## src/rtl/lnorm_pkg.sv

```systemverilog
// Shared types and constants for the layer normalisation block.
package lnorm_pkg;

   // Payload word and stored row word {offset, gain, sample}
   localparam int WORD_W = 32;
   localparam int RAM_W  = 3 * WORD_W;

   // Configuration port
   localparam int CSR_IDX_W  = 4;
   localparam int CSR_DATA_W = 16;
   localparam int ROWLEN_W   = 7;
   localparam int EPS_W      = 16;

   localparam logic [CSR_IDX_W-1:0] CSR_ROW_LENGTH = CSR_IDX_W'(0);
   localparam logic [CSR_IDX_W-1:0] CSR_EPSILON    = CSR_IDX_W'(1);

   localparam logic [ROWLEN_W-1:0] ROWLEN_RESET = ROWLEN_W'(64);
   localparam logic [EPS_W-1:0]    EPS_RESET    = EPS_W'(1);

   // Shared restoring divider: 64-bit dividend, 32-bit divisor, one bit a cycle
   localparam int DIVIDEND_W = 64;
   localparam int DIVISOR_W  = 32;
   localparam int DIV_STEPS  = DIVIDEND_W;
   localparam int DIV_CNT_W  = $clog2(DIV_STEPS);

   // Square root: 64-bit radicand, 32-bit root, two radicand bits a cycle
   localparam int RADICAND_W = 64;
   localparam int ROOT_W     = 32;
   localparam int SQRT_STEPS = ROOT_W;
   localparam int SQRT_CNT_W = $clog2(SQRT_STEPS);

   // Q32.16 squared deviation after the fraction shift, and the variance
   localparam int SQ_W  = 2 * WORD_W - 16;
   localparam int VAR_W = SQ_W;

   // Row sequencer
   typedef enum logic [4:0] {
      ST_FILL,
      ST_SUM_RD,
      ST_SUM_ACC,
      ST_MEAN_GO,
      ST_MEAN_WAIT,
      ST_VAR_RD,
      ST_VAR_DIF,
      ST_VAR_MUL,
      ST_VAR_ACC,
      ST_VDIV_GO,
      ST_VDIV_WAIT,
      ST_SQRT_GO,
      ST_SQRT_WAIT,
      ST_NRM_RD,
      ST_NRM_DIF,
      ST_NDIV_GO,
      ST_NDIV_WAIT,
      ST_NRM_MUL,
      ST_NRM_ADD,
      ST_NRM_OUT
   } lnorm_state_type;

endpackage

```

## src/rtl/lnorm_div.sv

```systemverilog
// Shared unsigned restoring divider, one quotient bit per cycle.
module lnorm_div import lnorm_pkg::*; (
   input  logic                  clock,
   input  logic                  reset,
   input  logic                  start,
   input  logic [DIVIDEND_W-1:0] dividend,
   input  logic [DIVISOR_W-1:0]  divisor,
   output logic                  done,
   output logic [DIVIDEND_W-1:0] quotient
);

   logic                  busy_ff, busy_in;
   logic                  done_ff, done_in;
   logic [DIV_CNT_W-1:0]  cnt_ff, cnt_in;
   logic [DIVIDEND_W-1:0] quo_ff, quo_in;
   logic [DIVISOR_W-1:0]  rem_ff, rem_in;
   logic [DIVISOR_W-1:0]  dsr_ff, dsr_in;

   logic [DIVISOR_W:0]    shifted;
   logic [DIVISOR_W:0]    diff;
   logic                  ge;

   // One trial subtraction
   always_comb begin
      shifted = {rem_ff, quo_ff[DIVIDEND_W-1]};
      ge      = (shifted >= {1'b0, dsr_ff});
      diff    = shifted - {1'b0, dsr_ff};
   end

   // Load on start, then shift the quotient in bit by bit
   always_comb begin
      busy_in = busy_ff;
      done_in = 1'b0;
      cnt_in  = cnt_ff;
      quo_in  = quo_ff;
      rem_in  = rem_ff;
      dsr_in  = dsr_ff;
      if (start) begin
         busy_in = 1'b1;
         cnt_in  = '0;
         quo_in  = dividend;
         rem_in  = '0;
         dsr_in  = divisor;
      end else if (busy_ff) begin
         quo_in = {quo_ff[DIVIDEND_W-2:0], ge};
         rem_in = ge ? diff[DIVISOR_W-1:0] : shifted[DIVISOR_W-1:0];
         cnt_in = cnt_ff + DIV_CNT_W'(1);
         if (cnt_ff == DIV_CNT_W'(DIV_STEPS - 1)) begin
            busy_in = 1'b0;
            done_in = 1'b1;
         end
      end
   end

   always_ff @(posedge clock) begin
      if (reset) begin
         busy_ff <= 1'b0;
         done_ff <= 1'b0;
         cnt_ff  <= '0;
      end else begin
         busy_ff <= busy_in;
         done_ff <= done_in;
         cnt_ff  <= cnt_in;
      end
   end

   always_ff @(posedge clock) begin
      quo_ff <= quo_in;
      rem_ff <= rem_in;
      dsr_ff <= dsr_in;
   end

   assign done     = done_ff;
   assign quotient = quo_ff;

endmodule

```

## config.mk

```make
export PLATFORM = sky130hd
export DESIGN_NAME = lnorm_div
export DESIGN_NICKNAME = d
export VERILOG_FILES = /design/src/rtl/lnorm_pkg.sv /design/src/rtl/lnorm_div.sv
export SDC_FILE = /design/constraint.sdc
export NUM_CORES = 1
export LEC_CHECK = 0
export BUFFER_PORTS_ARGS = -buffer_cell sky130_fd_sc_hd__buf_2
export CAP_MARGIN = 20
export CORE_MARGIN = 8
export CORE_UTILIZATION = 55
export CTS_CLUSTER_SIZE = 8
export DETAILED_ROUTE_END_ITERATION = 16
export GPL_TIMING_DRIVEN = 0
export PLACE_DENSITY = 0.81
export SYNTH_ARGS = -nofsm -noshare
export SYNTH_HDL_FRONTEND = slang
export SYNTH_SLANG_ARGS = --single-unit
```

## constraint.sdc

```tcl
create_clock -name clock -period 3.9 [get_ports clock]
set_input_delay 0.195 -clock clock [delete_from_list [all_inputs] [get_ports clock]]
set_output_delay 0.195 -clock clock [all_outputs]
set_load 0.02 [all_outputs]
```

==> flow_summary.yaml <==
yosys:
  synth-edff-count: 96
  yosysWarnings: 0
  syn_area_mm2: 0.007482
  ys_seq_elements: 136
  ys.flop_type: "edfxtp_1"
  post-synth-top-area-fraction_pct: 38.53
  async_reset_ff_share_pct: 0
  synthCells: 675
  syn_avg_cell_area_um2: 11.08
  ys_top_cells_by_area: "edfxtp_1 39%, dfxtp_1 11%, mux2_2 9.5%"
  ys_seq_area_share_pct: 49.23
  synth_nets: 808
  yosysTopAreaCell: "edfxtp_1"
  synth_cell_types: 67
worst_setup_path:
  endpoint_kind: "register"
  worstPathMaxFanout: 4
  path_class: "register to register"
  worstPathArrival_ps: 3450
  required_ps: 4210
  cp-start-kind: "register"
timing:
  fmax_mhz: 318.6
  worst_slew_pin_slew_ps: 810.3
  finalMaxSlewViolations: 0
  setup_ws_ps: 761.8
  rsz0062_at_grt: "false"
  clock-skew-final_ps: 10.83
  post-route-period-util_pct: 80.47
  hold_viol_final: 0
  max_slew_margin_pct: 45.98
  setup_viol: 0
  setup_tns_ps: 0
  final.min_clock_period_ps: 3138
drt:
  viasPerCell: 5.659
  drc: 0
  ant_nets: 0
  routed_wl_mm: 20.55
  wl_per_cell_um: 19.03
  firstDrtPassIters: 5
  dr_total_vias: 6112
  first_iter_violations: 450
placement:
  dp_hpwl_mm: 14.48
  io_buffer_count: 163
  place.gp.congestion: 0.9172
  dp_slack_ps: 815.8
  placed_cells: 1015
final_layout:
  nNetsFinal: 1024
  num_antenna_cells: 0
  final_cells: 1080
  area_growth_syn_to_layout_pct: 25.92
  layout-drive-gt1-share_pct: 30.75
  nFillCells: 959
  final_common_cell: "buf_2"
  final_cell_mix: "168 x buf_2, 96 x edfxtp_1, 63 x mux2_2"
die:
  die_y_um: 132.6
  io-pin-count: 164
  num_rows: 42
  core-area_mm2: 0.01324
  start_util_pct: 56.50
  dieArea_mm2: 0.01759
  die_w_um: 132.6
clock_tree:
  ctsHtreeMaxLevel: 4
  cts_tree: "done"
  numCtsBuffers: 17
  clockBufferDepth: 2
  clock_sinks: 136
  post-cts-setup-buffer-count: 0
  clkLatencyLatePin_ps: 420
  root_buffer: "clkbuf_16"
  clkTransAtPathRegs_ps: 60
power_and_ir_drop:
  ir_drop_uv: 454.6
  leakage_uw: 0.004094
  power_density_mw_per_mm2: 449.4
outcome:
  status: "finished, final reports clean"
grt:
  grt_max_degree: 42
  antenna_found_initial: 0
  gr-total-overflow: 0
  grt_pass1_wl_mm: 33.36
  grt_pass1_vias: 6532
  grt_use_total_pct: 23.60
worst_hold_path:
  hold_path.class: "input port to register"
job:
  drv_cap: 0
-- metrics by stage --
step	total power (µW)	cell area (µm²)	hold WS, ps	util [%]
CTS	4239	9422	57.13	71.15
finish	4234	9422	68.22	71.15
floorplan	2412	7482	267.4	-
global route	4411	9422	57.91	71.15
detailed placement	2684	8538	373.1	64.47
global placement	2662	8518	372.1	64.32
-- synthesized netlist by cell type (6+ instances only) --
library cell  instances
dfxtp_1              40
nor2_1               58
xnor2_1              17
nand2_1              32
nor3_1                9
clkbuf_1             21
mux2_2               63
ha_1                 33
inv_1                52
xor2_1               10
a211oi_1             24
a21oi_1              32
o21ai_0              13
a21o_1               15
nand3_1              11
mux2i_1              23
edfxtp_1             96
nand4_1              10
nor3b_1               6
-- what timing repair did --
item,in CTS,in global routing
hold endpoints to repair,33,0
resized for setup,0,0
hold buffers,33,0
-- report_power, final --
| part | internal, µW | leakage (µW) | total, µW | switching (µW) |
|---|---|---|---|---|
| clock | 883 | 0.000265 | 1530 | 651 |
| sequential | 1700 | 0.00129 | 1770 | 75.2 |
| combinational | 396 | 0.00254 | 927 | 531 |
| total | 2980 | 0.00409 | 4230 | 1260 |
-- critical path, cell delays in order (launching register included) --
cell,delay (ps)
edfxtp_1,430
inv_1,80
ha_1,190
fa_1,230
nor2b_1,90
o21ba_1,200
o31a_1,310
or4b_4,530
a2111oi_0,510
o41ai_1,200
xnor2_1,170
o21ai_1,80
-- flip-flops by register name, summed over array words and instances, names as in the netlist --
signal    flops
quotient     64
dsr_ff       32
rem_ff       32
busy_ff       1
done          1
cnt_ff        6
-- cell families (layout without fill, tap and decap cells) --
group	after synthesis	in the layout	share of synthesized area [%]
fa+ha+maj	34	34	5.786
simple gates	164	164	11.05
mux	87	87	12.71
buf+inv	87	316	4.900
compound gates	140	140	13.16
xor+xnor	27	27	3.160
flops	136	136	49.23
-- worst paths after layout --
| check | start | to | slack [ps] | depth (start not counted) |
|---|---|---|---|---|
| setup reg to reg | quotient[63]$_DFFE_PP_ | rem_ff[30]$_SDFFE_PP0P_ | 760 | 11 |
| hold / removal | dividend[11] | quotient[11]$_DFFE_PP_ | 70 | 2 |
| hold reg to reg | rem_ff[12]$_SDFFE_PP0P_ | rem_ff[12]$_SDFFE_PP0P_ | 510 | 2 |
| setup / recovery | quotient[63]$_DFFE_PP_ | rem_ff[30]$_SDFFE_PP0P_ | 760 | 11 |
-- layout make-up --
class	count	area, µm²	share of cell area (%)
plain buffers	35	171.4	1.819
clock buffers	19	432.9	4.595
clock inverters	13	120.1	1.275
inverters	52	195.2	2.072
multi-input cells	452	3432	36.43
flip-flops and latches	136	3684	39.10
well taps	176	220.2	2.337
repair buffers	197	1166	12.38
-- metal layers --
metal  GRT usage (%)  up-vias  share of wire (%)
met2           41.24      244                 49
met4           6.498        0                1.4
met1           25.78     2904                 39
li1                -     2939                  -
met5               0        -                  0
met3           9.765       25                9.7
(Power assumes the default switching activity.)
