--- src/rtl/lnorm_ram.sv ---
// Generic single-port-write, single-port-read RAM with registered read data.
module lnorm_ram #(
   parameter int WIDTH = 8,
   parameter int DEPTH = 16
) (
   input  logic                     clock,
   input  logic                     wr_en,
   input  logic [$clog2(DEPTH)-1:0] wr_addr,
   input  logic [WIDTH-1:0]         wr_data,
   input  logic [$clog2(DEPTH)-1:0] rd_addr,
   output logic [WIDTH-1:0]         rd_data
);

   logic [WIDTH-1:0] mem_ff [DEPTH];
   logic [WIDTH-1:0] rd_data_ff;

   always_ff @(posedge clock) begin
      if (wr_en) begin
         mem_ff[wr_addr] <= wr_data;
      end
      rd_data_ff <= mem_ff[rd_addr];
   end

   assign rd_data = rd_data_ff;

endmodule

--- config.mk ---
export PLATFORM = sky130hd
export DESIGN_NAME = lnorm_ram
export DESIGN_NICKNAME = d
export VERILOG_FILES = /design/src/rtl/lnorm_ram.sv
export SDC_FILE = /design/constraint.sdc
export NUM_CORES = 1
export LEC_CHECK = 0
export ABC_AREA = 1
export BUFFER_PORTS_ARGS = -buffer_cell sky130_fd_sc_hd__buf_2
export CAP_MARGIN = 20
export CORE_UTILIZATION = 50
export DETAILED_ROUTE_END_ITERATION = 6
export GPL_ROUTABILITY_DRIVEN = 0
export GPL_TIMING_DRIVEN = 0
export HOLD_SLACK_MARGIN = 0.05
export PLACE_DENSITY = 0.67
export SYNTH_ARGS = -nofsm -noshare
export SYNTH_HDL_FRONTEND = slang
export SYNTH_SLANG_ARGS = --single-unit
--- constraint.sdc ---
create_clock -name clock -period 1.5 [get_ports clock]
set_clock_uncertainty 0.05 [all_clocks]
set_input_delay 0.075 -clock clock [delete_from_list [all_inputs] [get_ports clock]]
set_output_delay 0.075 -clock clock [all_outputs]
set_load 0.03 [all_outputs]
==> summary.txt, run 1 <==
CP Class -> in -> reg
# setup viols final -> 0
Rel. slew slack -> 36.9%
RSZ-0062 raised after global routing -> no
Mapped Area -> 5770 sq um
actual slew at the worst max-slew pin -> 943 ps
DRT Wirelength -> 13,700 um
arrival time worst endpoint -> 1670 ps
Final Hold Fails -> 0
top cell type by total area after synthesis -> edfxtp_1
pin count of the biggest net entering global routing -> 17
die width -> 109 um
fin crit period -> 1430 ps
critical path startpoint category -> primary input
CP Capture Type -> flip-flop
drt first pass iters -> 6
final core occ -> 61.4%
Fillers -> 878
Peak supply drop -> 0.647 mV
most numerous cell in the Yosys netlist -> nand2_1
layout cells sized above 1 -> 12.7%
CTS tree -> built
Post-synth top cells -> 173 x nand2_1, 128 x edfxtp_1, 100 x inv_1, 97 x nand3_1, 17 x nor2_1
sequential area share after synthesis -> 69.4%
clock root cell -> clkbuf_16
Max Buffers Root-to-Sink -> 2
worst hold-check path type -> in -> reg
DRC violations left -> 0
Crit Path Max Fanout -> 10
average wire per standard cell -> 18.2 um
die height -> 109 um
top cells by area, synth -> edfxtp_1 67%, nand2_1 11%, nand3_1 8.4%
Resized cells post-CTS -> 0
num rows -> 38
Fin Hold WS -> 56.6 ps
Synthesis Warnings -> 0
IO Port Bufs -> 22
antenna viol nets, final -> 0
H-tree levels -> 4
Inserted Clock Buffers -> 17
drt via density -> 5.20
Avg Inst Size Synth -> 10.5 sq um
clk_lat worst skew -> 420 ps
Overall Global Routing Usage -> 24.9%
Netlist cell types -> 12
ant diodes -> 0
asr flop ratio synth -> 0%
Achievable Freq -> 701 MHz
total gr overflow -> 0
outcome -> finished clean
final worst-path cycle share -> 95.1%
Final nets -> 619
Vias -> 3,921
post-synth top area share -> 66.7%
starting density of the core -> 52.3%
Core Box Area -> 11,000 sq um
required time of the critical path -> 1750 ps
Final WS setup -> 74.0 ps
die area -> 12,000 sq um
Area Growth Syn to Fin -> 17.4%
initial antenna violation count -> 0
post-DP HPWL -> 8660 um
clk sinks -> 136
PwrDens -> 1370 nW/um^2
P_leak -> 2.95 nW
Post-Syn Instances -> 551
Net Count, Synth -> 569
Max-Cap Viols -> 0
ys flop type -> edfxtp_1
I/O Pins -> 26
Slew Viols, Final -> 0
DRT iter0 DRCs -> 335
vias in the first global route -> 3,685
global-route wire length before repair -> 20,400 um
number of synthesized flops with an enable pin -> 128
Yosys reg bits -> 136
pre-CTS WS -> -165 ps
clock-pin slew of the registers on the worst-case setup and hold paths -> 60 ps
-- where the power goes --
part	internal (mW)	switching, mW	leakage, nW
Sequential	4.25	0.0203	1.22
Combinational	0.179	0.436	1.42
Clock	2.79	1.60	0.298
Total	7.21	2.06	2.95
-- path summary, 6_finish.rpt --
path | from | end | slack, ps | cells past startpoint
min reg2reg | mem_ff[5][0]$_DFFE_PP_ | rd_data[0]$_DFF_P_ | 640 | 6
max reg2reg | mem_ff[1][4]$_DFFE_PP_ | rd_data[4]$_DFF_P_ | 430 | 6
max | rd_addr[2] | rd_data[4]$_DFF_P_ | 70 | 7
min | wr_data[5] | mem_ff[3][5]$_DFFE_PP_ | 60 | 1
-- cell usage in the layout, fill, tap and decap left out --
cell type and count:
nand3_1 97, nand3b_1 2, clkinv_4 2, clkinv_1 1
dfxtp_1 8, clkbuf_16 17, inv_6 3, buf_2 35
buf_1 1, nand2_1 173, nor2_1 17, bufinv_16 4
inv_1 100, clkinvlp_4 3, edfxtp_1 128, buf_6 6
clkinv_2 2, buf_4 4, dlygate4sd3_1 9, inv_2 2
-- metrics by stage --
step,instance area [sq um],TNS (ps),instances,power (mW)
floorplan,5770,0,551,4.70
global placement,6050,-1980,713,4.93
detailed placement,6050,-3980,713,4.94
CTS,6770,0,754,9.29
global route,6770,0,754,9.50
finish,6770,0,754,9.27
-- cell families (layout without fill, tap and decap cells) --
logic type,count (synthesis),after routing,share of synthesized area (%)
simple gates,289,289,21.0
flops,136,136,69.4
buf+inv,126,189,9.52
-- state kept, by name (all words and copies together) (netlist names) --
name	flops
mem_ff	128
rd_data	8
-- layer usage --
metal	global-route usage, %	vias up	routed length, um
met4	10.3	0	235
met3	5.75	16	1250
met2	38.6	193	6460
met1	34.0	1837	5750
met5	0	-	0
li1	-	1875	-
-- cell type report --
cell class	count	area [sq um]	area share (%)
buffer	24	166	2.46
clock buffer	17	425	6.29
clock inverter	15	200	2.96
inverter	102	383	5.66
multi-input combinational	289	1210	17.9
sequential	136	4000	59.2
tap	140	175	2.59
timing repair buffer	31	200	2.96
-- timing repair --
item,CTS,global route
endpoints found under the hold margin,116,0
setup buffers,0,0
hold buffers,9,0
-- critical path, stage by stage --
cell and delay, ps:
dlygate4sd3_1 530, buf_2 180, inv_1 240, buf_4 250
nand3_1 170, nand3_1 140, nand2_1 90
Note: power is estimated with default switching activity, not from simulation.
==> run 2, diff against run 1 <==
- CELL_PAD_IN_SITES_DETAIL_PLACEMENT: default -> 2
- CELL_PAD_IN_SITES_GLOBAL_PLACEMENT: default -> 2
- CORE_UTILIZATION: 50 -> 40
- PLACE_DENSITY: 0.67 -> default
- PLACE_DENSITY_LB_ADDON: default -> 0.1
- SLEW_MARGIN: default -> 15
==> summary.txt, run 2 (same netlist as run 1, synthesis figures left out) <==
outcome -> finished clean
I/O Pins -> 26
max reg flops -> 128
antenna viol nets, final -> 0
Final Hold Fails -> 0
met2 Track Usage GR -> 44.9%
Layout Cells excl Fill -> 788
die height -> 122 um
Final nets -> 613
fin crit period -> 1290 ps
Hold Path Stages -> 1
Max-Cap Viols -> 0
drt first pass iters -> 4
Slew Viols, Final -> 0
H-tree levels -> 4
Critical path buffers and inverters -> 1
Max Buffers Root-to-Sink -> 2
Crit Path Max Fanout -> 8
clk sinks -> 136
commonest non-fill, non-tap cell in the layout -> nand2_1
CP delay by family, top -> simple AND/OR/NAND/NOR gates
Area Growth Syn to Fin -> 17.3%
Vias -> 4,061
global-route wire length before repair -> 27,500 um
post-DP HPWL -> 12,000 um
clock root cell -> clkbuf_16
fin area -> 6770 sq um
DRT Wirelength -> 18,300 um
r2r worst-path depth -> 6
starting density of the core -> 41.2%
vias in the first global route -> 4,495
met3 Track Usage GR -> 4.26%
max incr delay on CP -> 830 ps
Peak supply drop -> 0.678 mV
CTS tree -> built
num rows -> 43
initial antenna violation count -> 0
post-placement cell area -> 6100 sq um
CP Class -> in -> reg
DRC violations left -> 0
CP max-delay cell -> nor2_1
CP Capture Type -> flip-flop
pin count of the biggest net entering global routing -> 17
worst reg2reg setup slack -> 310 ps
Overall Global Routing Usage -> 27.1%
Fillers -> 1,467
critical path startpoint category -> primary input
clk_lat worst skew -> 430 ps
worst hold-check path type -> in -> reg
critical-path cell list -> buf_2 > nand3b_1 > nor2_1
Rel. slew slack -> 26.9%
storage element area -> 4000 sq um
clock-pin slew of the registers on the worst-case setup and hold paths -> 60 ps
drt via density -> 5.15
grt met1 use -> 34.7%
DRT iter0 DRCs -> 285
P_leak -> 2.93 nW
Crit path depth -> 3
actual slew at the worst max-slew pin -> 1090 ps
RSZ-0062 raised after global routing -> no
Setup Fix Bufs, Post-CTS -> 0
die area -> 14,900 sq um
Core Box Area -> 14,000 sq um
final worst-path cycle share -> 86.2%
IO Port Bufs -> 22
most frequent cells in the layout -> 173 x nand2_1, 128 x edfxtp_1, 100 x inv_1, 97 x nand3_1, 35 x buf_2
required time of the critical path -> 1490 ps
PwrDens -> 1400 nW/um^2
total gr overflow -> 0
average wire per standard cell -> 23.2 um
# setup viols final -> 0
GRT Max-Usage Layer -> met2
Inserted Clock Buffers -> 17
Top reg by flops -> mem_ff
placed insts -> 753
Multi-input gate area -> 1210 sq um
layout cells sized above 1 -> 12.7%
Achievable Freq -> 774 MHz
arrival time worst endpoint -> 1290 ps
die width -> 122 um
ant diodes -> 0
run 2: changes by cell type in the layout (fill, tap and decap cells not counted), sizes merged:
cell | previous run | this run
bufinv | 4 | 5
inv | 105 | 102
dlygate4sd3 | 9 | 3
clkbuf | 17 | 18
clkinv | 5 | 6
run 2: worst reg2reg max path: stages, from the launching register on:
cell and delay (ps):
edfxtp_1 390, nand2_1 130, nand2_1 90, nand2_1 70, nand3_1 110, nand3_1 120, nand2_1 100
run 2: what timing repair did:
action | in CTS | in global routing
hold buffers | 3 | 0
endpoints found under the hold margin | 44 | 0
resized for setup | 0 | 0
run 2: through the flow:
step / setup WS [ps] / TNS [ps] / power [mW] / hold slack, ps / util [%]
final: 207 / 0 / 9.44 / 51.3 / 48.4
after global routing: 113 / 0 / 9.66 / 55.2 / 48.4
after CTS: 236 / 0 / 9.47 / 51.9 / 48.4
after detailed placement: -223 / -11350 / 5.00 / 460 / 43.6
after global placement: -190 / -7880 / 4.96 / 457 / 43.6
after floorplan: 424 / 0 / 4.70 / 124 / -
run 2: area by class of cell:
class	instances	area share (%)
tap	180	3.33
clock buffer	18	6.34
buffer	24	2.46
multi-input combinational	289	17.9
clock inverter	14	3.03
inverter	102	5.66
sequential	136	59.2
timing repair buffer	25	2.07
run 2: power by group:
| group | internal [mW] | switching [mW] | leakage (nW) |
|---|---|---|---|
| logic | 0.169 | 0.486 | 1.40 |
| clock network | 2.93 | 1.59 | 0.303 |
| registers | 4.25 | 0.0239 | 1.22 |
run 2: final timing paths:
path	startpoint	to
worst max-delay path	wr_addr[2]	mem_ff[9][5]$_DFFE_PP_
worst min register to register	mem_ff[9][0]$_DFFE_PP_	rd_data[0]$_DFF_P_
worst min-delay path	wr_data[1]	mem_ff[9][1]$_DFFE_PP_
worst max register to register	mem_ff[3][1]$_DFFE_PP_	rd_data[1]$_DFF_P_
run 2: per-layer routing:
metal	vias up	wire length [um]
met1	2051	7710
met3	33	882
met2	116	9160
li1	1861	-
met4	0	508
met5	-	0
