$ cat src/rtl/lnorm_pkg.sv
// Shared types and constants for the layer normalisation block.
package lnorm_pkg;

   // Payload word and stored row word {offset, gain, sample}
   localparam int WORD_W = 32;
   localparam int RAM_W  = 3 * WORD_W;

   // Configuration port
   localparam int CSR_IDX_W  = 4;
   localparam int CSR_DATA_W = 16;
   localparam int ROWLEN_W   = 7;
   localparam int EPS_W      = 16;

   localparam logic [CSR_IDX_W-1:0] CSR_ROW_LENGTH = CSR_IDX_W'(0);
   localparam logic [CSR_IDX_W-1:0] CSR_EPSILON    = CSR_IDX_W'(1);

   localparam logic [ROWLEN_W-1:0] ROWLEN_RESET = ROWLEN_W'(64);
   localparam logic [EPS_W-1:0]    EPS_RESET    = EPS_W'(1);

   // Shared restoring divider: 64-bit dividend, 32-bit divisor, one bit a cycle
   localparam int DIVIDEND_W = 64;
   localparam int DIVISOR_W  = 32;
   localparam int DIV_STEPS  = DIVIDEND_W;
   localparam int DIV_CNT_W  = $clog2(DIV_STEPS);

   // Square root: 64-bit radicand, 32-bit root, two radicand bits a cycle
   localparam int RADICAND_W = 64;
   localparam int ROOT_W     = 32;
   localparam int SQRT_STEPS = ROOT_W;
   localparam int SQRT_CNT_W = $clog2(SQRT_STEPS);

   // Q32.16 squared deviation after the fraction shift, and the variance
   localparam int SQ_W  = 2 * WORD_W - 16;
   localparam int VAR_W = SQ_W;

   // Row sequencer
   typedef enum logic [4:0] {
      ST_FILL,
      ST_SUM_RD,
      ST_SUM_ACC,
      ST_MEAN_GO,
      ST_MEAN_WAIT,
      ST_VAR_RD,
      ST_VAR_DIF,
      ST_VAR_MUL,
      ST_VAR_ACC,
      ST_VDIV_GO,
      ST_VDIV_WAIT,
      ST_SQRT_GO,
      ST_SQRT_WAIT,
      ST_NRM_RD,
      ST_NRM_DIF,
      ST_NDIV_GO,
      ST_NDIV_WAIT,
      ST_NRM_MUL,
      ST_NRM_ADD,
      ST_NRM_OUT
   } lnorm_state_type;

endpackage

$ cat src/rtl/lnorm_sqrt.sv
// Integer square root (floor), two radicand bits per cycle.
module lnorm_sqrt import lnorm_pkg::*; (
   input  logic                  clock,
   input  logic                  reset,
   input  logic                  start,
   input  logic [RADICAND_W-1:0] radicand,
   output logic                  done,
   output logic [ROOT_W-1:0]     root
);

   localparam int REM_W = ROOT_W + 2;

   logic                  busy_ff, busy_in;
   logic                  done_ff, done_in;
   logic [SQRT_CNT_W-1:0] cnt_ff, cnt_in;
   logic [RADICAND_W-1:0] rad_ff, rad_in;
   logic [REM_W-1:0]      rem_ff, rem_in;
   logic [ROOT_W-1:0]     root_ff, root_in;

   logic [REM_W+1:0]      rem_sh;
   logic [REM_W+1:0]      trial;
   logic [REM_W+1:0]      diff;
   logic                  ge;

   // Bring down two bits and try root*4+1
   always_comb begin
      rem_sh = {rem_ff, rad_ff[RADICAND_W-1 -: 2]};
      trial  = {2'b00, root_ff, 2'b01};
      ge     = (rem_sh >= trial);
      diff   = rem_sh - trial;
   end

   always_comb begin
      busy_in = busy_ff;
      done_in = 1'b0;
      cnt_in  = cnt_ff;
      rad_in  = rad_ff;
      rem_in  = rem_ff;
      root_in = root_ff;
      if (start) begin
         busy_in = 1'b1;
         cnt_in  = '0;
         rad_in  = radicand;
         rem_in  = '0;
         root_in = '0;
      end else if (busy_ff) begin
         rad_in  = {rad_ff[RADICAND_W-3:0], 2'b00};
         rem_in  = ge ? diff[REM_W-1:0] : rem_sh[REM_W-1:0];
         root_in = {root_ff[ROOT_W-2:0], ge};
         cnt_in  = cnt_ff + SQRT_CNT_W'(1);
         if (cnt_ff == SQRT_CNT_W'(SQRT_STEPS - 1)) begin
            busy_in = 1'b0;
            done_in = 1'b1;
         end
      end
   end

   always_ff @(posedge clock) begin
      if (reset) begin
         busy_ff <= 1'b0;
         done_ff <= 1'b0;
         cnt_ff  <= '0;
      end else begin
         busy_ff <= busy_in;
         done_ff <= done_in;
         cnt_ff  <= cnt_in;
      end
   end

   always_ff @(posedge clock) begin
      rad_ff  <= rad_in;
      rem_ff  <= rem_in;
      root_ff <= root_in;
   end

   assign done = done_ff;
   assign root = root_ff;

endmodule

$ cat config.mk
export PLATFORM = sky130hd
export DESIGN_NAME = lnorm_sqrt
export DESIGN_NICKNAME = d
export VERILOG_FILES = /design/src/rtl/lnorm_pkg.sv /design/src/rtl/lnorm_sqrt.sv
export SDC_FILE = /design/constraint.sdc
export NUM_CORES = 1
export LEC_CHECK = 0
export BUFFER_PORTS_ARGS = -buffer_cell sky130_fd_sc_hd__buf_4
export CORE_MARGIN = 2
export CORE_UTILIZATION = 63
export DETAILED_ROUTE_END_ITERATION = 10
export PLACE_DENSITY_LB_ADDON = 0.12
export SETUP_SLACK_MARGIN = 0.15
export SYNTH_ARGS = -nofsm -noshare
export SYNTH_HDL_FRONTEND = slang
export SYNTH_SLANG_ARGS = --single-unit
export TNS_END_PERCENT = 5
$ cat constraint.sdc
create_clock -name clock -period 6.13 [get_ports clock]
set_clock_uncertainty 0.2 [all_clocks]
set_input_delay 0.9195 -clock clock [delete_from_list [all_inputs] [get_ports clock]]
set_output_delay 0.9195 -clock clock [all_outputs]
set_load 0.02 [all_outputs]
==> results of run 1 <==
==> registers in the layout (all words and copies together) (netlist names) <==
| signal | cells |
|---|---|
| busy_ff | 1 |
| cnt_ff | 5 |
| done | 1 |
| rad_ff | 64 |
| rem_ff | 34 |
| root | 32 |
==> through the flow <==
step	cell area (sq um)	total power, mW	hold WS [ns]	utilization [%]	setup WS [ns]
global placement	8100	2.90	0.258	71.3	2.51
finish	8630	3.91	0.272	75.9	2.32
floorplan	7320	2.71	0.243	-	2.92
CTS	8630	3.91	0.273	75.9	2.30
detailed placement	8100	2.96	0.265	71.3	2.37
global route	8630	4.17	0.318	75.9	2.02
==> Yosys cell counts (all sizes together), types with 3 or more instances <==
cell type,count
nor2,99
dfxtp,73
edfxtp,64
mux2,62
a21oi,53
mux2i,41
inv,40
ha,36
nand2,27
a211oi,26
o21ai,26
xnor2,19
buf,17
clkbuf,17
a21o,14
xor2,14
nand2b,8
nand3,6
nor3,6
o21bai,6
and2,5
nand4,4
o21a,4
a31oi,3
a32oi,3
a41oi,3
nor2b,3
o22ai,3
o31a,3
==> worst register-to-register path, delay by kind of cell, from the launching register on <==
family          cells  cell delay [ns]
buf+inv             1             0.06
simple gates        2             0.31
compound gates      8             2.43
flops               1             0.36
fa+ha+maj           1             0.37
==> cell type report <==
cell class	count	area [sq um]	share of cell area (%)
Clock buffer	18	429	4.97
Clock inverter	14	100	1.16
Inverter	40	150	1.74
Multi-Input combinational cell	495	3620	41.9
Sequential cell	137	3390	39.2
Tap cell	143	179	2.07
Timing Repair Buffer	102	766	8.87
==> worst min path at each step <==
stage	slack, ns	end	depth (start not counted)	startpoint
floorplan	0.24	rem_ff[0]	2	rem_ff[0]
global placement	0.26	rem_ff[0]	2	rem_ff[0]
detailed placement	0.26	rem_ff[0]	2	rem_ff[0]
CTS	0.27	rem_ff[0]	2	rem_ff[0]
global route	0.32	rem_ff[0]	2	rem_ff[0]
finish	0.27	rem_ff[0]	2	rem_ff[0]
==> routing by layer <==
metal | GRT usage (%) | vias up | share of wire [%]
met4 | 11.2 | 0 | 1.9
li1 | - | 2712 | -
met1 | 29.8 | 2550 | 43
met3 | 7.08 | 27 | 5.4
met2 | 41.8 | 140 | 50
met5 | 0 | - | 0
==> where the power goes <==
| part | total [mW] | internal, mW | leakage, nW | switching [mW] |
|---|---|---|---|---|
| logic | 1.82 | 0.781 | 2.01 | 1.04 |
| registers | 1.17 | 1.09 | 1.24 | 0.0819 |
| clock network | 0.923 | 0.517 | 0.248 | 0.405 |
==> kinds of logic (layout without fill, tap and decap cells) <==
family / Yosys count / after routing / share of synthesized area [%]
adders and majority gates: 36 / 36 / 6.15
buffers and inverters: 74 / 174 / 4.31
DFF: 137 / 137 / 46.2
muxes: 103 / 103 / 15.1
AOI/OAI and AO/OA: 158 / 158 / 14.5
and+or+nand+nor: 165 / 165 / 9.68
xor gates and xnor gates: 33 / 33 / 3.95
==> results list, run 1 <==
* Status: finished clean
* Worst-Margin Slew: ~1.2 ns
* TritonCTS buffer count: 17
- The first global-routing pass estimated approximately 25000 um of wire.
- The library cell used most frequently in the layout, excluding fill and tap cells, is buf_4.
- Crit. End Element: register
- TritonCTS built the clock tree.
- Max Cap Viol: 0
* Overall Global Routing Usage: between 20% and 30%
* Critical path cell sequence: inv_1, ha_1, a211o_1, a21o_1, o21ai_1, o211ai_2, a21oi_2, and2_1, o31a_2, nand2_1, o31a_1, a211oi_2
* Final Critical Period: between 3 and 4 ns
* Routability Congestion: approximately 0.93
- Counting buffers and inverters, the worst setup path is 12 cells deep.
- Summed over all layers, the global routing overflow is 0.
* Library cell used as clock root buffer: clkbuf_16
- Total half-perimeter wirelength after legalization and detailed placement: between 10000 and 15000 um
- Standard-cell row count: 39
- Setup repair after global routing left no endpoint under its margin.
- In this run the tool buffered the top-level ports with slightly below 100 buffer cells.
- The max-slew violation count came to 0.
- Post-synthesis area per instance: about 10 sq um
* Final setup viols: 0
- The top cell type by area accounts for between 20% and 30% of the synthesized area.
* Part of the cycle the worst path needs: between 60% and 70%
- The share of the Yosys chip area taken by registers is between 40 and 50%.
* Number of detailed-routing iterations run before antenna repair: 6
- CP max FO: 56
- Flip-flop and latch count after synthesis: 137
* End of the worst register-to-register path: rem_ff[7]
* Setup fix buffers added after clock tree synthesis: 0
* Htree depth: 4
* Buf+Inv Stages, Crit Path: 1
* Number of antenna cells inserted: 0
* Start point of the critical path: root[3]
- For this run, the leading register cell type out of synthesis is dfxtp_1.
- In this run the cell area of the synthesized design comes to 7320 sq um.
- For this block, the routed nets add up to between 15000 and 20000 um of wire.
* Vias: about 5400
* P per Cell Area: ~450 nW/um^2
- Highest-count cells in the layout ignoring fill and taps: buf_4 (102), nor2_1 (99), dfxtp_1 (72)
- Syn. warnings: 0
* Fraction of final layout cells with drive strength greater than 1: around 26%
* Longest individual stage delay on the worst path: about 0.92 ns
* Largest net degree at the start of global routing: 85
* Post-detailed-route via-to-cell ratio: roughly 5.7
* Effective utilization at floorplan: around 64%
- The die covers 12500 sq um.
- Count of hold-fix buffers inserted at cts: 0
- P&R area growth vs syn: 17.9%
* Average detailed-routed wire length per instance: approximately 16 um
- After synthesis, the cell types taking the most area are edfxtp_1 (26%), dfxtp_1 (20%), mux2_2 (9.5%).
- Yosys top cell by area: edfxtp_1
- Largest voltage drop on the vdd net: around 380 uV
* Worst-Skew Late Latency: roughly 0.42 ns
* Clock tree sinks: around 140
- In this run the critical register-to-register path is launched from root[3].
- After detailed routing, the number of remaining DRC violations is 0.
- In this run, placement finished with an instance count of about 920.
* Setup slack on the worst flop-to-flop path: 2.32 ns
- Length in cells of the worst reg-to-reg path: 12
- Number of cells produced by synthesis: between 700 and 800
- Measured against its own limit, the worst slew margin works out to approximately a fifth.
- Fin nets: between 800 and 900
* Total of cells resized after clock tree synthesis: 0
* CP max stage cell: o31a_2
* CP endpoint: rem_ff[7]
* Fill cell total of the finished layout: 746
- The number of nets in the synthesized netlist is 809.
- In this design, the largest share of critical-path delay is due to compound AO/OA/AOI/OAI gates.
- Worst EP arrival: between 3 and 4 ns
* Leakage Power: 3.50 nW
* Achievable clock frequency: ~260 MHz
* Path class of the lowest-slack min-delay path: register to register
- Critical path launch point type: register
- Die Y: about 110 um
- The netlist uses 55 different library cells.
* Total Neg Setup Slack: 0 ns
- Final count of hold timing violations: 0
- Final Instance Count excl. Fillers: between 900 and 1000
* Placeable Area: 11400 sq um
- After clock tree synthesis, the clock-pin slew on the worst setup and hold paths is 0.06 ns.
* Ys async rst share: 0%
- STA puts the critical path data required time at 6.26 ns.
* ANT nets after route: 0
- Crit path kind: register to register
- The via count of the first global-routing pass was roughly 5500.
* Die X-Extent: around 110 um
- The number of antenna violations at the first check in global routing came to 0.
* Number of synthesized flops with an enable pin: 64
* Top Ports: 100
- Initial DRC Count: roughly 280
- The clock passes through at most 2 buffers.
Note: power is estimated with default switching activity, not from simulation.
==> inputs of run 2 (changes only) <==
--- a/config.mk
+++ b/config.mk
@@ -7,7 +7,7 @@
 export LEC_CHECK = 0
 export BUFFER_PORTS_ARGS = -buffer_cell sky130_fd_sc_hd__buf_4
 export CORE_MARGIN = 2
-export CORE_UTILIZATION = 63
+export CORE_UTILIZATION = 58
 export DETAILED_ROUTE_END_ITERATION = 10
 export PLACE_DENSITY_LB_ADDON = 0.12
 export SETUP_SLACK_MARGIN = 0.15
==> constraint.sdc (replaced) <==
create_clock -name clock -period 3.9 [get_ports clock]
set_clock_uncertainty 0.2 [all_clocks]
set_input_delay 0.585 -clock clock [delete_from_list [all_inputs] [get_ports clock]]
set_output_delay 0.585 -clock clock [all_outputs]
set_load 0.02 [all_outputs]
==> run 2 against run 1 <==
- utilization shrank 5.7 points
- count of clock-buffer cells in the layout rose by 2
- via count down 1.2%
- worst hold slack got worse by 0.14 ns
- critical path type unchanged
- highest routed layer unchanged
- register-to-register slack got worse by 1.7 ns
- routed wire length shrank 0.67%
- first-iteration DRC count grew 1.5%
- die area rose by 8.3%
- critical endpoint is now rem_ff[29]
- cell area grew 1.4%
- flip-flop and latch count unchanged
- cell count grew 3.3%
- largest power group unchanged
==> results list, run 2 (same netlist as run 1, synthesis figures left out) <==
- The run finished with clean final reports.
- Antenna violations before repair: 0 (unchanged)
- The critical path is of the register to register type.
* Final Critical Period: 3.26 ns (-0.556 ns)
- The area enclosed by the die boundary came to 13500 sq um (+8.3%).
* Largest voltage drop on the vdd net: 574 uV (+52%)
* TritonCTS buffer count: 17 (unchanged)
- The via density per instance was 5.47 (-4.4%).
* Final setup viols: 0 (unchanged)
- Worst-Skew Late Latency: 0.42 ns (about the same)
* Required time of the critical path: 3.99 ns (-2.27 ns)
* Vias: 5362 (-1.2%)
- Global-route wire length before repair: 24400 um (-3.8%)
* Worst EP arrival: 3.35 ns (-0.60 ns)
- The number of failing hold endpoints at the final stage was 0 (unchanged).
* DRC violation count after routing: 0 (unchanged)
- Critical path launch point type: register
* Number of antenna cells inserted: 0 (unchanged)
- Post-layout util: 70.2% (-5.7 points)
* Leakage Power: 3.55 nW (+1.3%)
- Area taken by flip-flops and latches: 3390 sq um (unchanged)
* Achievable clock frequency: 307 MHz (+17%)
- The number of buffers added to fix hold violations after cts was 0 (unchanged).
- Path class of the lowest-slack min-delay path: input pin to register
* P&R area growth vs syn: 19.6%
* Register containing the most flip-flops in the final layout: rad_ff
* Number of detailed-routing iterations run before antenna repair: 5 (-1)
- The final-layout fill cell count came to 956 (+28%).
* Buffers from clock root to sink, at most: 2 (unchanged)
* Crit. End Element: register
* Wire length reported by the detailed router: 14900 um (-0.67%)
- Routability Congestion: 0.891 (-4.1%)
- Clock tree from TritonCTS: done
- Die X-Extent: 116 um (+4.1%)
- Setup slack on the worst flop-to-flop path: 0.64 ns (-1.67 ns)
- The worst register-to-register path begins at root[12].
- The count of cells resized by post-cts repair came to 0 (unchanged).
- Placeable Area: 12500 sq um (+9.6%)
- Unrepaired setup endpoints after global routing: no
* Average detailed-routed wire length per instance: 15.2 um (-3.8%)
* Part of the cycle the worst path needs: 83.6% (+21 points)
* Clock tree sinks: 137 (unchanged)
* Worst-Margin Slew: 0.792 ns (-0.394 ns)
- The global-route usage over all layers is 23.0% (-1.9 points).
* Die Y: 116 um (+4.1%)
* Fraction of final layout cells with drive strength greater than 1: 26.1% (+0.18 points)
* Initial DRC Count: 279 (+1.5%)
- Top Ports: 100 (unchanged)
- Quantity of I/O buffers inserted on ports: 99 (unchanged)
- Most common cell after layout, fill and taps aside: buf_4
- Total Neg Setup Slack: 0 ns (unchanged)
- The total of max-cap violations came to 0 (unchanged).
- Worst max-slew margin expressed relative to the limit: 47.2% (+26 points)
* Htree depth: 4 (unchanged)
- Length in cells of the worst reg-to-reg path: 12 (unchanged)
- The startpoint identified for the worst hold timing path is reset.
- Hold EP: busy_ff
- The leftover overflow at the end of global routing was 0 (unchanged).
- Clock slew at reported path FFs: 0.06 ns (about the same)
- The half-perimeter wire length after placement is 9980 um (-0.74%).
- CP max FO: 56 (unchanged)
- The power per cell area is 717 nW/um^2 (+58%).
- Standard-cell row count: 41 (+5.1%)
- The root buffer cell chosen for the clock tree is clkbuf_16.
- In the layout the commonest cells are buf_4 (102), nor2_1 (99), dfxtp_1 (72).
- The via count of the first global-routing pass came to 5303 (-3.8%).
- Setup fix buffers added after clock tree synthesis: 0 (unchanged)
- End of the worst register-to-register path: rem_ff[29]
- The maximum number of pins on one net before global-route repair was 126 (+48%).
* Effective utilization at floorplan: 58.7% (-5.7 points)
* Largest register FFs: 64 (unchanged)
- The multi-input logic area was 3620 sq um (unchanged).
- Fin nets: 898 (+0.22%)
- ANT nets after route: 0 (unchanged)
- The max-slew violation count is 0 (unchanged).
- Cell depth of the worst hold path: 2 (unchanged)
## run 2: final cells by class
class                   instances  share of cell area [%]
inverters                      40                    1.72
clock buffers                  20                    5.22
flip-flops and latches        137                    38.7
multi-input cells             495                    41.4
clock inverters                12                    1.34
repair buffers                104                    9.21
well taps                     172                    2.46
## run 2: metal layers
layer / share of wire, % / up-vias / global-route usage (%)
met5: 0 / - / 0
met4: 0.90 / 0 / 6.67
met3: 6.8 / 12 / 8.41
met2: 50 / 134 / 39.9
met1: 42 / 2494 / 26.8
li1: - / 2722 / -
## run 2: critical path: stages (launching register included)
cell      delay (ns)
dfxtp_1         0.37
inv_1           0.06
ha_1            0.39
a21oi_2         0.23
nand2_1         0.10
a221oi_2        0.36
o211ai_2        0.16
a21oi_2         0.26
and2_1          0.16
o31a_2          0.14
buf_12          0.26
nand2b_1        0.27
o21ai_0         0.16
## run 2: worst max path at each step
stage,cells past startpoint,start,end
2_1_floorplan,13,root[3],rem_ff[14]
3_3_place_gp,12,root[12],root[0]
3_5_place_dp,12,root[14],rem_ff[7]
4_1_cts,12,root[12],rem_ff[29]
5_1_grt,12,root[27],rem_ff[29]
6_report,12,root[12],rem_ff[29]
## run 2: report_power, final
group	total, mW	leakage [nW]	internal [mW]	switching [mW]
clock network	1.54	0.277	0.918	0.619
registers	1.83	1.24	1.71	0.124
logic	2.91	2.03	1.28	1.63
total	6.28	3.55	3.91	2.37
## run 2: through the flow
step | hold WS, ns | area (sq um) | worst slack, ns | power (mW) | cells
global placement | 0.261 | 8180 | 0.741 | 4.67 | 948
detailed placement | 0.283 | 8180 | 0.706 | 4.73 | 948
finish | 0.135 | 8750 | 0.641 | 6.28 | 980
CTS | 0.124 | 8750 | 0.645 | 6.31 | 980
global route | 0.129 | 8750 | 0.404 | 6.73 | 980
floorplan | 0.243 | 7320 | 0.896 | 4.26 | 706
==> inputs of run 3 (changes only) <==
==> constraint.sdc (replaced) <==
create_clock -name clock -period 3.3 [get_ports clock]
set_clock_uncertainty 0.2 [all_clocks]
set_input_delay 0.495 -clock clock [delete_from_list [all_inputs] [get_ports clock]]
set_output_delay 0.495 -clock clock [all_outputs]
set_load 0.02 [all_outputs]
==> run 3 against run 2 <==
- combinational power increased by 47%
- cell count rose by 1.9%
- power increased by 34%
- worst setup slack got worse by 0.40 ns
- flip-flop and latch count unchanged
- maximum frequency up 6.6%
- global-route usage shrank 0.089 points
- sequential share of layout area fell by 2.0 points
- utilization up 4.0 points
- critical path depth is the same
- via count is 4.1% higher
- largest cell class unchanged
==> results list, run 3 (same netlist as run 1, synthesis figures left out) <==
* End of the worst register-to-register path: rem_ff[10]
- Achievable clock frequency: 327 MHz (+6.6%)
- The clock share of power is 23.3% (-1.2 points).
- Quantity of I/O buffers inserted on ports: 99 (unchanged)
- Largest voltage drop on the vdd net: 631 uV (+10%)
* Final Critical Period: 3.06 ns (-0.201 ns)
* Routability Congestion: 0.870 (-2.3%)
* DRC violation count after routing: 0 (unchanged)
* Hold Startpoint: reset
- Worst max-slew margin expressed relative to the limit: 47.8% (+0.56 points)
- Total Neg Setup Slack: 0 ns (unchanged)
* Die Y: 116 um (unchanged)
* Global-route wire length before repair: 24200 um (-0.59%)
- Setup slack on the worst flop-to-flop path: 0.24 ns (-0.40 ns)
* Largest register FFs: 64 (unchanged)
* Fin nets: 917 (+2.1%)
- The width of the chip came to 116 um (unchanged).
- Vias: 5580 (+4.1%)
- Wire length reported by the detailed router: 15800 um (+5.9%)
- The proportion of total power due to net switching is 36.6% (-1.2 points).
* Library cell used as clock root buffer: clkbuf_16
* Effective utilization at floorplan: 58.7% (unchanged)
* Register containing the most flip-flops in the final layout: rad_ff
* Placeable Area: 12500 sq um (unchanged)
- The final routed wire length divided by cell count is 15.8 um (+3.9%).
- Standard-cell row count: 41 (unchanged)
- The static leakage came to 3.71 nW (+4.5%).
- Clock tree sinks: 137 (unchanged)
- The post-CTS clock slew at the launch and capture registers of the worst setup and hold paths was 0.06 ns (about the same).
- P per Cell Area: 911 nW/um^2 (+27%)
- The worst register-to-register path begins at rad_ff[62].
- The leftover overflow at the end of global routing was 0 (unchanged).
- Required time of the critical path: 3.45 ns (-0.54 ns)
- Final setup viols: 0 (unchanged)
- Worst-Margin Slew: 0.781 ns (-0.0112 ns)
- Cell depth of the worst hold path: 2 (unchanged)
* Number of detailed-routing iterations run before antenna repair: 4 (-1)
- The maximum buffer depth of the clock tree is 2 (unchanged).
- Most common cell after layout, fill and taps aside: buf_4
- STA classifies the critical path startpoint as a register.
* Top Ports: 100 (unchanged)
* TritonCTS buffer count: 17 (unchanged)
- The run finished with clean final reports.
- The logic depth of the worst register-to-register path was 12 (unchanged).
* Part of the cycle the worst path needs: 92.6% (+9.1 points)
- The sequential group share of total power was 25.9% (-3.3 points).
- The half-perimeter wire length after placement was 10800 um (+7.8%).
- CP max FO: 14 (-75%)
- Die area: 13500 sq um (unchanged)
- P&R area growth vs syn: 26.4%
- Overall Global Routing Usage: 22.9% (-0.089 points)
- The clock latency reported for the late side of the worst-skew pair is 0.42 ns (about the same).
- Htree depth: 4 (unchanged)
- Tracing the worst setup path back leads to its startpoint at rad_ff[62].
- The net switching power is 3.08 mW (+30%).
- The combinational share of power was 50.8% (+4.5 points).
* Internal power component: 5.35 mW (+37%)
- Highest-count cells in the layout ignoring fill and taps: buf_4 (117), nor2_1 (98), dfxtp_1 (65)
* Crit. End Element: register
- Fin Hold WS: 0.0347 ns (-0.101 ns)
* Hold EP: busy_ff
* Largest net degree at the start of global routing: 57 (-55%)
- Initial DRC Count: 247 (-11%)
- The via density per instance is 5.59 (+2.1%).
- The count of antenna diodes in the layout is 0 (unchanged).
- ANT nets after route: 0 (unchanged)
- The number of antenna violations at the first check in global routing came to 0 (unchanged).
* Max-slew violations: 0 (unchanged)
- The number of failing hold endpoints at the final stage came to 0 (unchanged).
- TritonCTS built the clock tree.
- The share of final-layout standard cells stronger than drive strength 1 came to 32.2% (+6.1 points).
- Unrepaired setup endpoints after global routing: yes
- Vias in the first global route: 5366 (+1.2%)
- The path class of the tightest hold or removal check is input pin to register.
- Max Cap Viol: 0 (unchanged)
- The setup path with the least slack is of type register to register.
* Worst EP arrival: 3.20 ns (-0.15 ns)
- The final-layout fill cell count came to 932 (-2.5%).
- Count of hold-fix buffers inserted at cts: 0 (unchanged)
[run 3: what timing repair did]
action | 4_1_cts | 5_1_grt
gates resized for setup | 1 | 47
endpoints found under the hold margin | 0 | 0
cloned | 0 | 2
buffers inserted | 0 | 6
pin swaps | 0 | 6
setup endpoints to repair | 8 | 35
[run 3: stage by stage]
stage               instances  total power [mW]  area [sq um]  worst slack (ns)  util (%)
floorplan                 706              5.03          7320             0.296         -
global placement          959              5.71          8290             0.250      66.5
detailed placement        959              5.78          8290             0.169      66.5
CTS                       991              7.80          8900             0.137      71.4
global route              999              8.93          9250            0.0872      74.2
finish                    999              8.43          9250             0.243      74.2
[run 3: worst max path at each step]
stage	endpoint	slack [ns]	depth (start not counted)
floorplan	rem_ff[14]	0.30	13
global placement	root[0]	0.25	12
detailed placement	rem_ff[10]	0.17	12
CTS	rem_ff[14]	0.14	12
global route	rem_ff[10]	0.09	12
finish	rem_ff[10]	0.24	12
[run 3: cell type report]
cell class	count	area, sq um	area share, %
flip-flops and latches	137	3400	36.7
clock buffers	18	429	4.64
inverters	40	150	1.62
multi-input cells	495	3870	41.9
well taps	172	215	2.33
clock inverters	14	179	1.93
repair buffers	123	1010	10.9
[run 3: critical path: stages, from the launching register on]
cell and delay [ns]:
edfxtp_1 0.41, inv_1 0.09, ha_1 0.22, nand2b_1 0.18
a211oi_2 0.30, o21ai_1 0.11, o211ai_2 0.13, a21oi_2 0.11
and2_1 0.16, o31a_4 0.34, clkbuf_16 0.19, o31a_1 0.32
a211oi_2 0.21
[run 3: power by group through the flow]
stage                     Sequential [mW]  Clock (mW)  Combinational (mW)
after detailed placement             2.19           0                3.59
after global placement               2.18           0                3.53
after global routing                 2.21        2.05                4.67
after CTS                            2.16        2.00                3.64
after floorplan                      2.15           0                2.88
final                                2.19        1.96                4.28
[run 3: metal layers]
layer / routed length (um) / track usage, %
met4: 335 / 9.21
met5: 0 / 0
met1: 6540 / 25.4
met3: 877 / 7.11
met2: 8060 / 41.0
